File: src/hdl/qclt_pkg.sv
// types and constants of the command-line tokenizer
package qclt_pkg;

    localparam int QCLT_LEN_W = 10;
    localparam logic [QCLT_LEN_W-1:0] QCLT_MAX_LEN_RESET = 10'd1023;

    localparam int QCLT_Q_DEPTH = 4;
    localparam int QCLT_Q_PTR_W = $clog2(QCLT_Q_DEPTH);
    localparam int QCLT_Q_CNT_W = $clog2(QCLT_Q_DEPTH + 1);

    localparam logic [7:0] QCLT_CH_SPACE  = 8'h20;
    localparam logic [7:0] QCLT_CH_TAB    = 8'h09;
    localparam logic [7:0] QCLT_CH_DQUOTE = 8'h22;
    localparam logic [7:0] QCLT_CH_SQUOTE = 8'h27;
    localparam logic [7:0] QCLT_CH_BSLASH = 8'h5C;
    localparam logic [7:0] QCLT_CH_LOW_R  = 8'h72;
    localparam logic [7:0] QCLT_CH_LOW_N  = 8'h6E;
    localparam logic [7:0] QCLT_CH_LOW_T  = 8'h74;
    localparam logic [7:0] QCLT_CH_CR     = 8'h0D;
    localparam logic [7:0] QCLT_CH_LF     = 8'h0A;

    typedef enum logic [3:0] {
        MODE_IDLE = 4'b0001,
        MODE_BARE = 4'b0010,
        MODE_DQ   = 4'b0100,
        MODE_SQ   = 4'b1000
    } qclt_mode_t;

    typedef struct packed {
        logic       cmd;
        logic [7:0] chr;
    } qclt_in_t;

    typedef struct packed {
        logic [7:0] out_char;
        logic       has_char;
        logic       word_end;
    } qclt_out_t;

    typedef struct packed {
        logic [1:0] count;
        qclt_out_t  item0;
        qclt_out_t  item1;
    } qclt_push_t;

endpackage

File: src/hdl/quoted_command_line_tokenizer.sv
// top level of the quoted command-line tokenizer
//
// char channel: char_valid/char_ready with char_item (cmd, chr); one request is either
// a line character or an end-of-line mark. tok channel: tok_valid/tok_ready with
// tok_item (out_char, has_char, word_end); each request gives zero, one or two results.
// cfg channel: cfg_valid/cfg_ready with cfg_data, the maximum word length; cfg_ready
// is always high and the value takes effect from the next request.
// results are registered: a request's results are written into the output queue.
// throughput: one request per cycle while char_ready is high; state update and result
// decision are combinational logic, and results land in a four-entry output queue.
// char_ready drops while the queue holds more than two results, so a request that
// gives two results never finds the queue short of room.
// when the receiver stalls the queue fills and requests are held off; nothing is lost.
// reset empties the queue, returns the tokenizer to idle between words and sets the
// maximum word length to 1023.
module quoted_command_line_tokenizer
    import qclt_pkg::*;
#(
    parameter int COUNT_WIDTH = 10
) (
    input  logic                  clk,
    input  logic                  rst_n,
    input  logic                  char_valid,
    output logic                  char_ready,
    input  qclt_in_t              char_item,
    output logic                  tok_valid,
    input  logic                  tok_ready,
    output qclt_out_t             tok_item,
    input  logic                  cfg_valid,
    output logic                  cfg_ready,
    input  logic [QCLT_LEN_W-1:0] cfg_data
);

    logic [QCLT_LEN_W-1:0] max_len_reg;
    logic [QCLT_LEN_W-1:0] max_len_next;
    logic                  fire;
    logic                  space_ok;
    qclt_push_t            push;

    assign cfg_ready    = 1'b1;
    assign max_len_next = (cfg_valid && cfg_ready) ? cfg_data : max_len_reg;
    assign char_ready   = space_ok;
    assign fire         = char_valid && char_ready;

    always_ff @(posedge clk or negedge rst_n)
    begin
        if (!rst_n) begin
            max_len_reg <= QCLT_MAX_LEN_RESET;
        end else begin
            max_len_reg <= max_len_next;
        end
    end

    qclt_step #(
        .COUNT_WIDTH (COUNT_WIDTH)
    ) u_step (
        .clk     (clk),
        .rst_n   (rst_n),
        .fire    (fire),
        .req     (char_item),
        .max_len (max_len_reg),
        .push    (push)
    );

    qclt_outq u_outq (
        .clk       (clk),
        .rst_n     (rst_n),
        .push      (push),
        .space_ok  (space_ok),
        .tok_valid (tok_valid),
        .tok_ready (tok_ready),
        .tok_item  (tok_item)
    );

endmodule

File: src/hdl/qclt_step.sv
// tokenizer state and per-request decision logic
module qclt_step
    import qclt_pkg::*;
#(
    parameter int COUNT_WIDTH = 10
) (
    input  logic                  clk,
    input  logic                  rst_n,
    input  logic                  fire,
    input  qclt_in_t              req,
    input  logic [QCLT_LEN_W-1:0] max_len,
    output qclt_push_t            push
);

    localparam int LW = (COUNT_WIDTH > QCLT_LEN_W) ? COUNT_WIDTH : QCLT_LEN_W;

    typedef struct packed {
        qclt_mode_t             mode;
        logic                   esc;
        logic [COUNT_WIDTH-1:0] wc;
    } tk_state_t;

    typedef struct packed {
        tk_state_t st;
        qclt_out_t res;
        logic      res_valid;
        logic      again;
    } pass_t;

    localparam tk_state_t IDLE_ST = '{mode: MODE_IDLE, esc: 1'b0, wc: '0};
    localparam qclt_out_t END_ONLY = '{out_char: 8'h00, has_char: 1'b0, word_end: 1'b1};

    tk_state_t     st_reg;
    tk_state_t     st_next;
    tk_state_t     st_after;
    pass_t         p1;
    pass_t         p2;
    qclt_push_t    push_all;
    logic [LW-1:0] lim;

    function automatic pass_t single_pass(tk_state_t s, logic [7:0] c, logic [LW-1:0] l);
        pass_t                  p;
        logic [7:0]             q;
        logic [7:0]             ec;
        logic                   emit_c;
        logic                   at_end;
        logic [COUNT_WIDTH-1:0] w1;
        p.st = s;
        p.res = '0;
        p.res_valid = 1'b0;
        p.again = 1'b0;
        emit_c = 1'b0;
        ec = c;
        q = (s.mode == MODE_DQ) ? QCLT_CH_DQUOTE : QCLT_CH_SQUOTE;
        unique case (s.mode)
            MODE_IDLE:
            begin
                if (c == QCLT_CH_SPACE || c == QCLT_CH_TAB) begin
                end else if (c == QCLT_CH_DQUOTE) begin
                    p.st.mode = MODE_DQ;
                end else if (c == QCLT_CH_SQUOTE) begin
                    p.st.mode = MODE_SQ;
                end else begin
                    p.st.mode = MODE_BARE;
                    emit_c = 1'b1;
                end
            end
            MODE_BARE:
            begin
                if (c == QCLT_CH_SPACE || c == QCLT_CH_TAB) begin
                    p.st = IDLE_ST;
                    p.res = END_ONLY;
                    p.res_valid = 1'b1;
                end else if (c == QCLT_CH_DQUOTE) begin
                    // word ends and the quote opens a new one
                    p.st = IDLE_ST;
                    p.st.mode = MODE_DQ;
                    p.res = END_ONLY;
                    p.res_valid = 1'b1;
                end else begin
                    emit_c = 1'b1;
                end
            end
            MODE_DQ, MODE_SQ:
            begin
                if (s.esc) begin
                    p.st.esc = 1'b0;
                    emit_c = 1'b1;
                    if (c == q || c == QCLT_CH_BSLASH) begin
                        ec = c;
                    end else if (c == QCLT_CH_LOW_R) begin
                        ec = QCLT_CH_CR;
                    end else if (c == QCLT_CH_LOW_N) begin
                        ec = QCLT_CH_LF;
                    end else if (c == QCLT_CH_LOW_T) begin
                        ec = QCLT_CH_TAB;
                    end else begin
                        // kept backslash, the character is taken again
                        ec = QCLT_CH_BSLASH;
                        p.again = 1'b1;
                    end
                end else if (c == q) begin
                    p.st = IDLE_ST;
                    p.res = END_ONLY;
                    p.res_valid = 1'b1;
                end else if (c == QCLT_CH_BSLASH) begin
                    p.st.esc = 1'b1;
                end else begin
                    emit_c = 1'b1;
                end
            end
            default:
            begin
                p.st = IDLE_ST;
            end
        endcase
        w1 = p.st.wc + COUNT_WIDTH'(1);
        at_end = (LW'(w1) >= l);
        if (emit_c) begin
            p.st.wc = w1;
            p.res = '{out_char: ec, has_char: 1'b1, word_end: at_end};
            p.res_valid = 1'b1;
            if (at_end) begin
                p.st = IDLE_ST;
            end
        end
        return p;
    endfunction

    always_comb
    begin
        lim = LW'(max_len);
        if (lim == '0) begin
            lim = LW'(1);
        end
        if (lim > LW'({COUNT_WIDTH{1'b1}})) begin
            lim = LW'({COUNT_WIDTH{1'b1}});
        end
    end

    assign p1 = single_pass(st_reg, req.chr, lim);
    assign p2 = single_pass(p1.st, req.chr, lim);

    always_comb
    begin
        push_all.item0 = p1.res;
        push_all.item1 = p2.res;
        if (req.cmd) begin
            st_after = IDLE_ST;
            push_all.item0 = END_ONLY;
            push_all.count = {1'b0, st_reg.mode != MODE_IDLE};
        end else begin
            st_after = p1.again ? p2.st : p1.st;
            push_all.count = {1'b0, p1.res_valid} + {1'b0, p1.again & p2.res_valid};
        end
    end

    always_comb
    begin
        push = push_all;
        if (!fire) begin
            push.count = 2'd0;
        end
        st_next = fire ? st_after : st_reg;
    end

    always_ff @(posedge clk or negedge rst_n)
    begin
        if (!rst_n) begin
            st_reg <= IDLE_ST;
        end else begin
            st_reg <= st_next;
        end
    end

endmodule

File: src/hdl/qclt_outq.sv
// result queue taking up to two results per cycle
module qclt_outq
    import qclt_pkg::*;
(
    input  logic       clk,
    input  logic       rst_n,
    input  qclt_push_t push,
    output logic       space_ok,
    output logic       tok_valid,
    input  logic       tok_ready,
    output qclt_out_t  tok_item
);

    qclt_out_t               mem_reg [QCLT_Q_DEPTH];
    logic [QCLT_Q_PTR_W-1:0] rd_ptr_reg;
    logic [QCLT_Q_PTR_W-1:0] rd_ptr_next;
    logic [QCLT_Q_PTR_W-1:0] wr_ptr_reg;
    logic [QCLT_Q_PTR_W-1:0] wr_ptr_next;
    logic [QCLT_Q_PTR_W-1:0] wr_ptr_inc;
    logic [QCLT_Q_CNT_W-1:0] cnt_reg;
    logic [QCLT_Q_CNT_W-1:0] cnt_next;
    logic                    pop;

    assign tok_valid  = (cnt_reg != '0);
    assign tok_item   = mem_reg[rd_ptr_reg];
    assign pop        = tok_valid && tok_ready;
    assign space_ok   = (cnt_reg <= QCLT_Q_CNT_W'(QCLT_Q_DEPTH - 2));
    assign wr_ptr_inc = wr_ptr_reg + QCLT_Q_PTR_W'(1);

    always_comb
    begin
        rd_ptr_next = pop ? rd_ptr_reg + QCLT_Q_PTR_W'(1) : rd_ptr_reg;
        wr_ptr_next = wr_ptr_reg + QCLT_Q_PTR_W'(push.count);
        cnt_next    = cnt_reg + QCLT_Q_CNT_W'(push.count) - QCLT_Q_CNT_W'(pop);
    end

    always_ff @(posedge clk or negedge rst_n)
    begin
        if (!rst_n) begin
            rd_ptr_reg <= '0;
            wr_ptr_reg <= '0;
            cnt_reg    <= '0;
        end else begin
            rd_ptr_reg <= rd_ptr_next;
            wr_ptr_reg <= wr_ptr_next;
            cnt_reg    <= cnt_next;
        end
    end

    always_ff @(posedge clk)
    begin
        if (push.count != 2'd0) begin
            mem_reg[wr_ptr_reg] <= push.item0;
        end
        if (push.count == 2'd2) begin
            mem_reg[wr_ptr_inc] <= push.item1;
        end
    end

endmodule

File: config.mk
export PLATFORM = sky130hd
export DESIGN_NAME = quoted_command_line_tokenizer
export DESIGN_NICKNAME = d
export VERILOG_FILES = /design/src/hdl/qclt_pkg.sv /design/src/hdl/quoted_command_line_tokenizer.sv /design/src/hdl/qclt_step.sv /design/src/hdl/qclt_outq.sv
export SDC_FILE = /design/constraint.sdc
export NUM_CORES = 1
export LEC_CHECK = 0
export BUFFER_PORTS_ARGS = -buffer_cell sky130_fd_sc_hd__buf_2
export CORE_AREA = 2 2 151 153
export DETAILED_ROUTE_END_ITERATION = 8
export DIE_AREA = 0 0 153 155
export PLACE_DENSITY = 0.44
export SLEW_MARGIN = 0
export SYNTH_ARGS = -nofsm -noshare
export SYNTH_HDL_FRONTEND = slang
export SYNTH_SLANG_ARGS = --single-unit
File: constraint.sdc
create_clock -name clk -period 15.2 [get_ports clk]
set_input_delay 3.04 -clock clk [delete_from_list [all_inputs] [get_ports clk]]
set_output_delay 3.04 -clock clk [all_outputs]
set_load 0.1 [all_outputs]
# Word-level counts from Yosys, hierarchy flattened
# Memory sizes are Yosys's and may differ from the RTL's.
# Cells that the tools add are included.
# Widths: inputs -> output; s select.
# word_totals
elab_cells	122
mem_count	1
out_inout_bits	13
reg_bits	32
ram_bits	40
input_bits	24
# classes
eq_ne	20
bitwise_logic	1
add_sub_neg	8
reduce_logical	10
muxes	71
order_cmp	4
# memory_table
name	words	width	read_ports	rd_clocked_by_memory_dff	wr	line_no	rtl
u_outq.mem_reg	4	10	1	0	2	qclt_outq.sv:14	qclt_out_t mem_reg [QCLT_Q_DEPTH];
# ops
operator	count
$mux 26	6
$mux 21	4
$pmux 11 s3	2
$mux 15	4
$mux 8	7
$pmux 11 s2	2
$eq 8x7->1 const B	4
$mux 4	8
$mux 10	3
$mux 1	25
$eq 8x6->1 const B	3
$pmux 4 s3	2
$add 10x1->10 const B	2
$ge 10x10->1	2
$eq 8x8->1	2
$mux 7	2
$gt 10x10->1 const B	1
$logic_not 10->1	1
$eq 4x1->1 const B	2
$eq 4x2->1 const B	2
$eq 4x3->1 const B	2
$eq 4x4->1 const B	2
$eq 8x4->1 const B	1
$mux 3	2
other kinds (16)	23

# Longest topological paths before layout
# logic_depth
depth_word	27
mapped_depth	39
mapped_depth_nobuf	35

# Modules after synthesis
# Synthesis repeated with hierarchy kept, for this count alone.
# unflattened
hier_cells	517
hier_area_um2	5724.2
# by_module_without_submodules
mod	n_inst	seq_area_each_um2	cells_per_inst	area_each_um2
qclt_step	1	376.6	356	2761.4
qclt_outq	1	1376.3	137	2521.2
quoted_command_line_tokenizer	1	262.8	24	441.7

# Least setup slack after synthesis
# OpenSTA, ideal clock, no wires.
# synth_timing
path_type	input-to-reg
start	input port char_item[7] (netlist bit)
end	register u_step.st_reg[3] (netlist bit)
path_slack_ns	5.241
required_time_ns	15.105
arrival_time_ns	9.863
cell_stages	36
path_buffers	5
setup_time_ns	0.095
path_cell_list	buf_6 > or4b_4 > nor4b_4 > and2_2 > o21bai_4 > and2_1 > buf_2 > ha_1 > and3_1 > clkbuf_1 > nand3_1 > xor2_1 > nor2_1 > ha_1 > a2111oi_0 > nand4_1 > o211ai_1 > a21boi_1 > o41ai_1 > buf_2 > buf_2 > nor2_1 > ha_1 > inv_1 > or4_1 > xor2_1 > nor2b_4 > ha_1 > a21oi_1 > o221ai_1 > o22a_1 > inv_1 > nand3_1 > nor2_1 > nand2_1 > o31ai_1
# synth_via
elab_chain_len	20
word_cells_on_any_way	65
classes_between	2 x add/sub; 2 x order compare; 14 x eq/ne; 44 x mux; 3 x reduce/logical
# synth_lines
item	line_no	rtl
from (decl)	quoted_command_line_tokenizer.sv:25	input qclt_in_t char_item,
$eq 8x8->1, or another cell as far along	qclt_step.sv:89, qclt_step.sv:102	
$mux 21, or another cell as far along	qclt_step.sv:102	end else if (c == q) begin
$mux 21 or $mux 26 (tied branches)	qclt_step.sv:86, qclt_step.sv:70	
$pmux 11 s3	qclt_step.sv:55	unique case (s.mode)
$add 10x1->10	qclt_step.sv:117	w1 = p.st.wc + COUNT_WIDTH'(1);
$ge 10x10->1	qclt_step.sv:118	at_end = (LW'(w1) >= l);
$mux 15	qclt_step.sv:123	if (at_end) begin
$mux 26	qclt_step.sv:119	if (emit_c) begin
[4 not listed]	--	
$mux 21	qclt_step.sv:86	if (s.esc) begin
$pmux 11 s3	qclt_step.sv:55	
$add 10x1->10	qclt_step.sv:117	
$ge 10x10->1	qclt_step.sv:118	
$mux 15	qclt_step.sv:123	
$mux 26	qclt_step.sv:119	
$mux 15 *	qclt_step.sv:153	st_after = p1.again ? p2.st : p1.st;
$mux 15 *	qclt_step.sv:148	if (req.cmd) begin
to (signal assigned)	qclt_step.sv:172	st_reg <= st_next;
to (decl)	qclt_step.sv:33	tk_state_t st_reg;
# Every way passes the cells marked *; elsewhere a longest branch is shown, timed or not.
# A chain may end at the register's enable or synchronous reset.

# Worst setup path in the final report
# layout_timing
start	input port char_item[4] (netlist bit)
end	register u_step.st_reg[5] (netlist bit)
# Same word-level chain as after synthesis.

==> impl_metrics.py <==
metrics = {
    "finish": {
        "largest_reg_flops": 40,
        "nets": 629,
        "drive_gt1_share_pct": 19.2,
        "area_growth_pct": 13.5,
        "antennaDiodeCount": 0,
        "utilization_pct": 27.7,
        "nFillCells": 2328,
        "seq_area_um2": 2020,
        "multi_input_area_um2": 3190,
    },
    "critical_path": {
        "cp-end-kind": "flip-flop",
        "cp.required_ns": 15.44,
        "crit_path_start": "char_item[4]",
        "crit_top_cell": "ha_1",
        "rr_startpoint": "u_step.st_reg[12]$_DFFE_PN0P_",
        "cp_data_arrival_time_ns": 11.05,
        "critPathMaxStageDelay_ns": 0.60,
        "path_class": "input pin to flip-flop",
        "critPathSlowestCell": "or4b_4",
        "r2r_slack_ns": 6.59,
        "start_kind": "input pin",
        "rr_worst_depth": 32,
        "r2r_end": "u_step.st_reg[5]$_DFFE_PN0P_",
        "worstPathMaxFanout": 20,
    },
    "job": {
        "drv_cap": 0,
    },
    "detailed_routing": {
        "via_per_inst": 5.00,
        "drc": 0,
        "drt_iter0_drc": 248,
        "firstDrtPassIters": 4,
        "routedWlPerCell_um": 17.3,
        "ant_nets": 0,
        "vias": 4336,
        "drt_wl_total_um": 15000,
    },
    "global_routing": {
        "gr-total-overflow": 0,
        "grt_first_pass_wirelength_um": 24700,
        "grt_use_total_pct": 13.1,
        "antenna_found_initial": 0,
        "grt_max_degree": 33,
        "grt_pass1_vias": 4424,
    },
    "clock_network": {
        "cts.path.max_buffers": 2,
        "h-tree-depth": 3,
        "cts_root_buf": "clkbuf_16",
        "cts_sinks": 72,
        "cts_hold_buf": 0,
        "clk_pin_slew_ns": 0.06,
        "tritoncts": "yes",
        "post_cts_resized": 0,
        "cts_setup_buffers": 0,
        "insertion_delay_ns": 0.35,
        "numCtsBuffers": 9,
    },
    "status": {
        "outcome": "complete, no violations",
    },
    "floorplanning": {
        "die_h_um": 155,
        "dieArea_um2": 23700,
        "ios": 37,
        "coreArea_um2": 22200,
        "fp-row-count": 55,
        "die_x_um": 153,
        "initial_utilization_pct": 24.4,
    },
    "placed_design": {
        "port_buffers": 35,
        "dp_hpwl_um": 11600,
        "gp_congestion": 0.862,
    },
    "timing": {
        "period_share_pct": 71.1,
        "worstMarginPinSlew_ns": 1.11,
        "tns_ns": 0,
        "hold_violations": 0,
        "max_freq_ghz": 0.0925,
        "relSlewSlack_pct": 25.5,
        "min_period_ns": 10.81,
        "setup_viol": 0,
        "skew_ns": 0.0129,
        "rsz0062_at_grt": "no",
        "slew_violations": 0,
    },
    "logic_synthesis": {
        "ys_types": 90,
        "synthFlopType": "edfxtp_1",
        "ys_seq_area_share_pct": 37.1,
        "synth-seq-cells": 72,
        "async_reset_ff_share_pct": 44.4,
        "synth_fp_nets": 609,
        "synth_area_um2": 5430,
        "synth_edf_count": 40,
        "yosys_warnings": 0,
        "synthCells": 557,
        "syn_area_per_cell_um2": 9.75,
    },
    "power_and_ir_drop": {
        "max-vdd-ir-drop_uv": 55.7,
        "powerDensity_nw_per_um2": 165,
        "power_leakage_nw": 2.35,
    },
    "worst_hold_path": {
        "whs_endpoint": "u_outq.cnt_reg[2]$_DFF_PN0_",
        "worstHoldStart": "u_outq.cnt_reg[2]$_DFF_PN0_",
        "hp-class": "flip-flop to flip-flop",
        "hold-path-cell-count": 1,
    },
}
==> Yosys cell counts (8+ instances only) <==
| cell | number | area share (%) |
|---|---|---|
| dfrtp_1 | 21 | 9.7 |
| nor2b_1 | 13 | 1.5 |
| dfstp_2 | 11 | 5.3 |
| mux4_2 | 10 | 4.1 |
| a21oi_1 | 22 | 2.0 |
| xnor2_1 | 13 | 2.1 |
| nand2_1 | 51 | 3.5 |
| nor3_1 | 11 | 1.0 |
| ha_1 | 27 | 6.2 |
| clkbuf_1 | 20 | 1.4 |
| inv_1 | 21 | 1.5 |
| xor2_1 | 10 | 1.6 |
| nor2_1 | 49 | 3.4 |
| o21ai_0 | 35 | 3.2 |
| edfxtp_1 | 40 | 22 |
| nand3_1 | 14 | 1.3 |
| mux2i_1 | 20 | 3.7 |
| and2_1 | 8 | 0.92 |
==> routing by layer <==
layer	vias up	part of all wire, %	track usage [%]
met1	2148	45	16.3
met2	56	51	23.0
met3	13	2.8	3.01
met4	0	1.3	3.48
li1	2119	-	-
met5	-	0	0
==> stage by stage <==
| stage | instances | instance area, um2 | hold slack [ns] | total power, mW | worst slack (ns) |
|---|---|---|---|---|---|
| floorplan | 557 | 5430 | 0.460 | 0.696 | 5.24 |
| global placement | 851 | 5870 | 0.490 | 0.802 | 4.17 |
| detailed placement | 851 | 5870 | 0.491 | 0.807 | 3.99 |
| CTS | 867 | 6160 | 0.505 | 1.03 | 4.33 |
| global route | 867 | 6160 | 0.526 | 1.08 | 3.82 |
| finish | 867 | 6160 | 0.510 | 1.01 | 4.39 |
==> cell usage in the layout (no fill, tap or decap), types with 4 or more instances in the layout <==
| master | n |
|---|---|
| dfstp_2 | 11 |
| nor2b_1 | 13 |
| o21a_1 | 5 |
| dfrtp_1 | 21 |
| clkbuf_16 | 9 |
| o21ai_0 | 35 |
| inv_1 | 21 |
| o31ai_1 | 5 |
| xnor2_1 | 13 |
| ha_1 | 27 |
| mux2i_1 | 20 |
| buf_4 | 6 |
| o2bb2ai_1 | 4 |
| mux4_2 | 10 |
| nor4b_1 | 5 |
| xor2_1 | 10 |
| buf_2 | 35 |
| nand4b_1 | 4 |
| nand2_1 | 51 |
| a22oi_1 | 7 |
| and2_1 | 8 |
| a21oi_1 | 22 |
| nor3_1 | 11 |
| o31a_1 | 4 |
| nand2b_1 | 4 |
| and3_1 | 5 |
| a21o_1 | 4 |
| a211oi_1 | 5 |
| nor2_1 | 49 |
| o211ai_1 | 4 |
| nand3_1 | 14 |
| o22ai_1 | 6 |
| edfxtp_1 | 40 |
| nand3b_1 | 6 |
==> worst max-delay path: cells and delay by family <==
family	cells	cell delay (ns)
AND/OR/NAND/NOR	14	3.81
AO/OA/AOI/OAI	9	2.24
adder cells (fa/ha/maj)	4	1.04
buffers and inverters	4	0.55
XOR/XNOR	2	0.33
==> how the worst max path moves through the flow <==
| stage | end | slack, ns | cells past startpoint |
|---|---|---|---|
| CTS | u_step.st_reg[5]$_DFFE_PN0P_ | 4.33 | 33 |
| floorplan | u_step.st_reg[3]$_DFFE_PN0P_ | 5.24 | 36 |
| finish | u_step.st_reg[5]$_DFFE_PN0P_ | 4.39 | 33 |
| detailed placement | u_step.st_reg[6]$_DFFE_PN0P_ | 3.99 | 33 |
| global route | u_step.st_reg[3]$_DFFE_PN0P_ | 3.82 | 33 |
| global placement | u_step.st_reg[3]$_DFFE_PN0P_ | 4.17 | 33 |
==> cell families after synthesis <==
family	synth area share [%]
xor gates and xnor gates	3.71
AOI/OAI and AO/OA	19.1
buffers and inverters	4.19
DFF	37.1
and+or+nand+nor	20.8
other	0.0691
adders and majority gates	6.59
muxes	8.46
==> report_power, final <==
part / leakage, nW / total, mW / switching, mW / internal [mW]
logic: 1.45 / 0.511 / 0.365 / 0.146
clock network: 0.139 / 0.216 / 0.0884 / 0.128
registers: 0.759 / 0.287 / 0.0385 / 0.248
total: 2.35 / 1.01 / 0.492 / 0.523
==> final cells by class <==
type	count	area share (%)
Clock inverter	6	1.10
Inverter	21	1.28
Timing Repair Buffer	41	3.57
Multi-Input combinational cell	432	51.8
Sequential cell	72	32.7
Tap cell	285	5.79
Clock buffer	10	3.72
No activity file was read; power rests on OpenSTA's default activity.
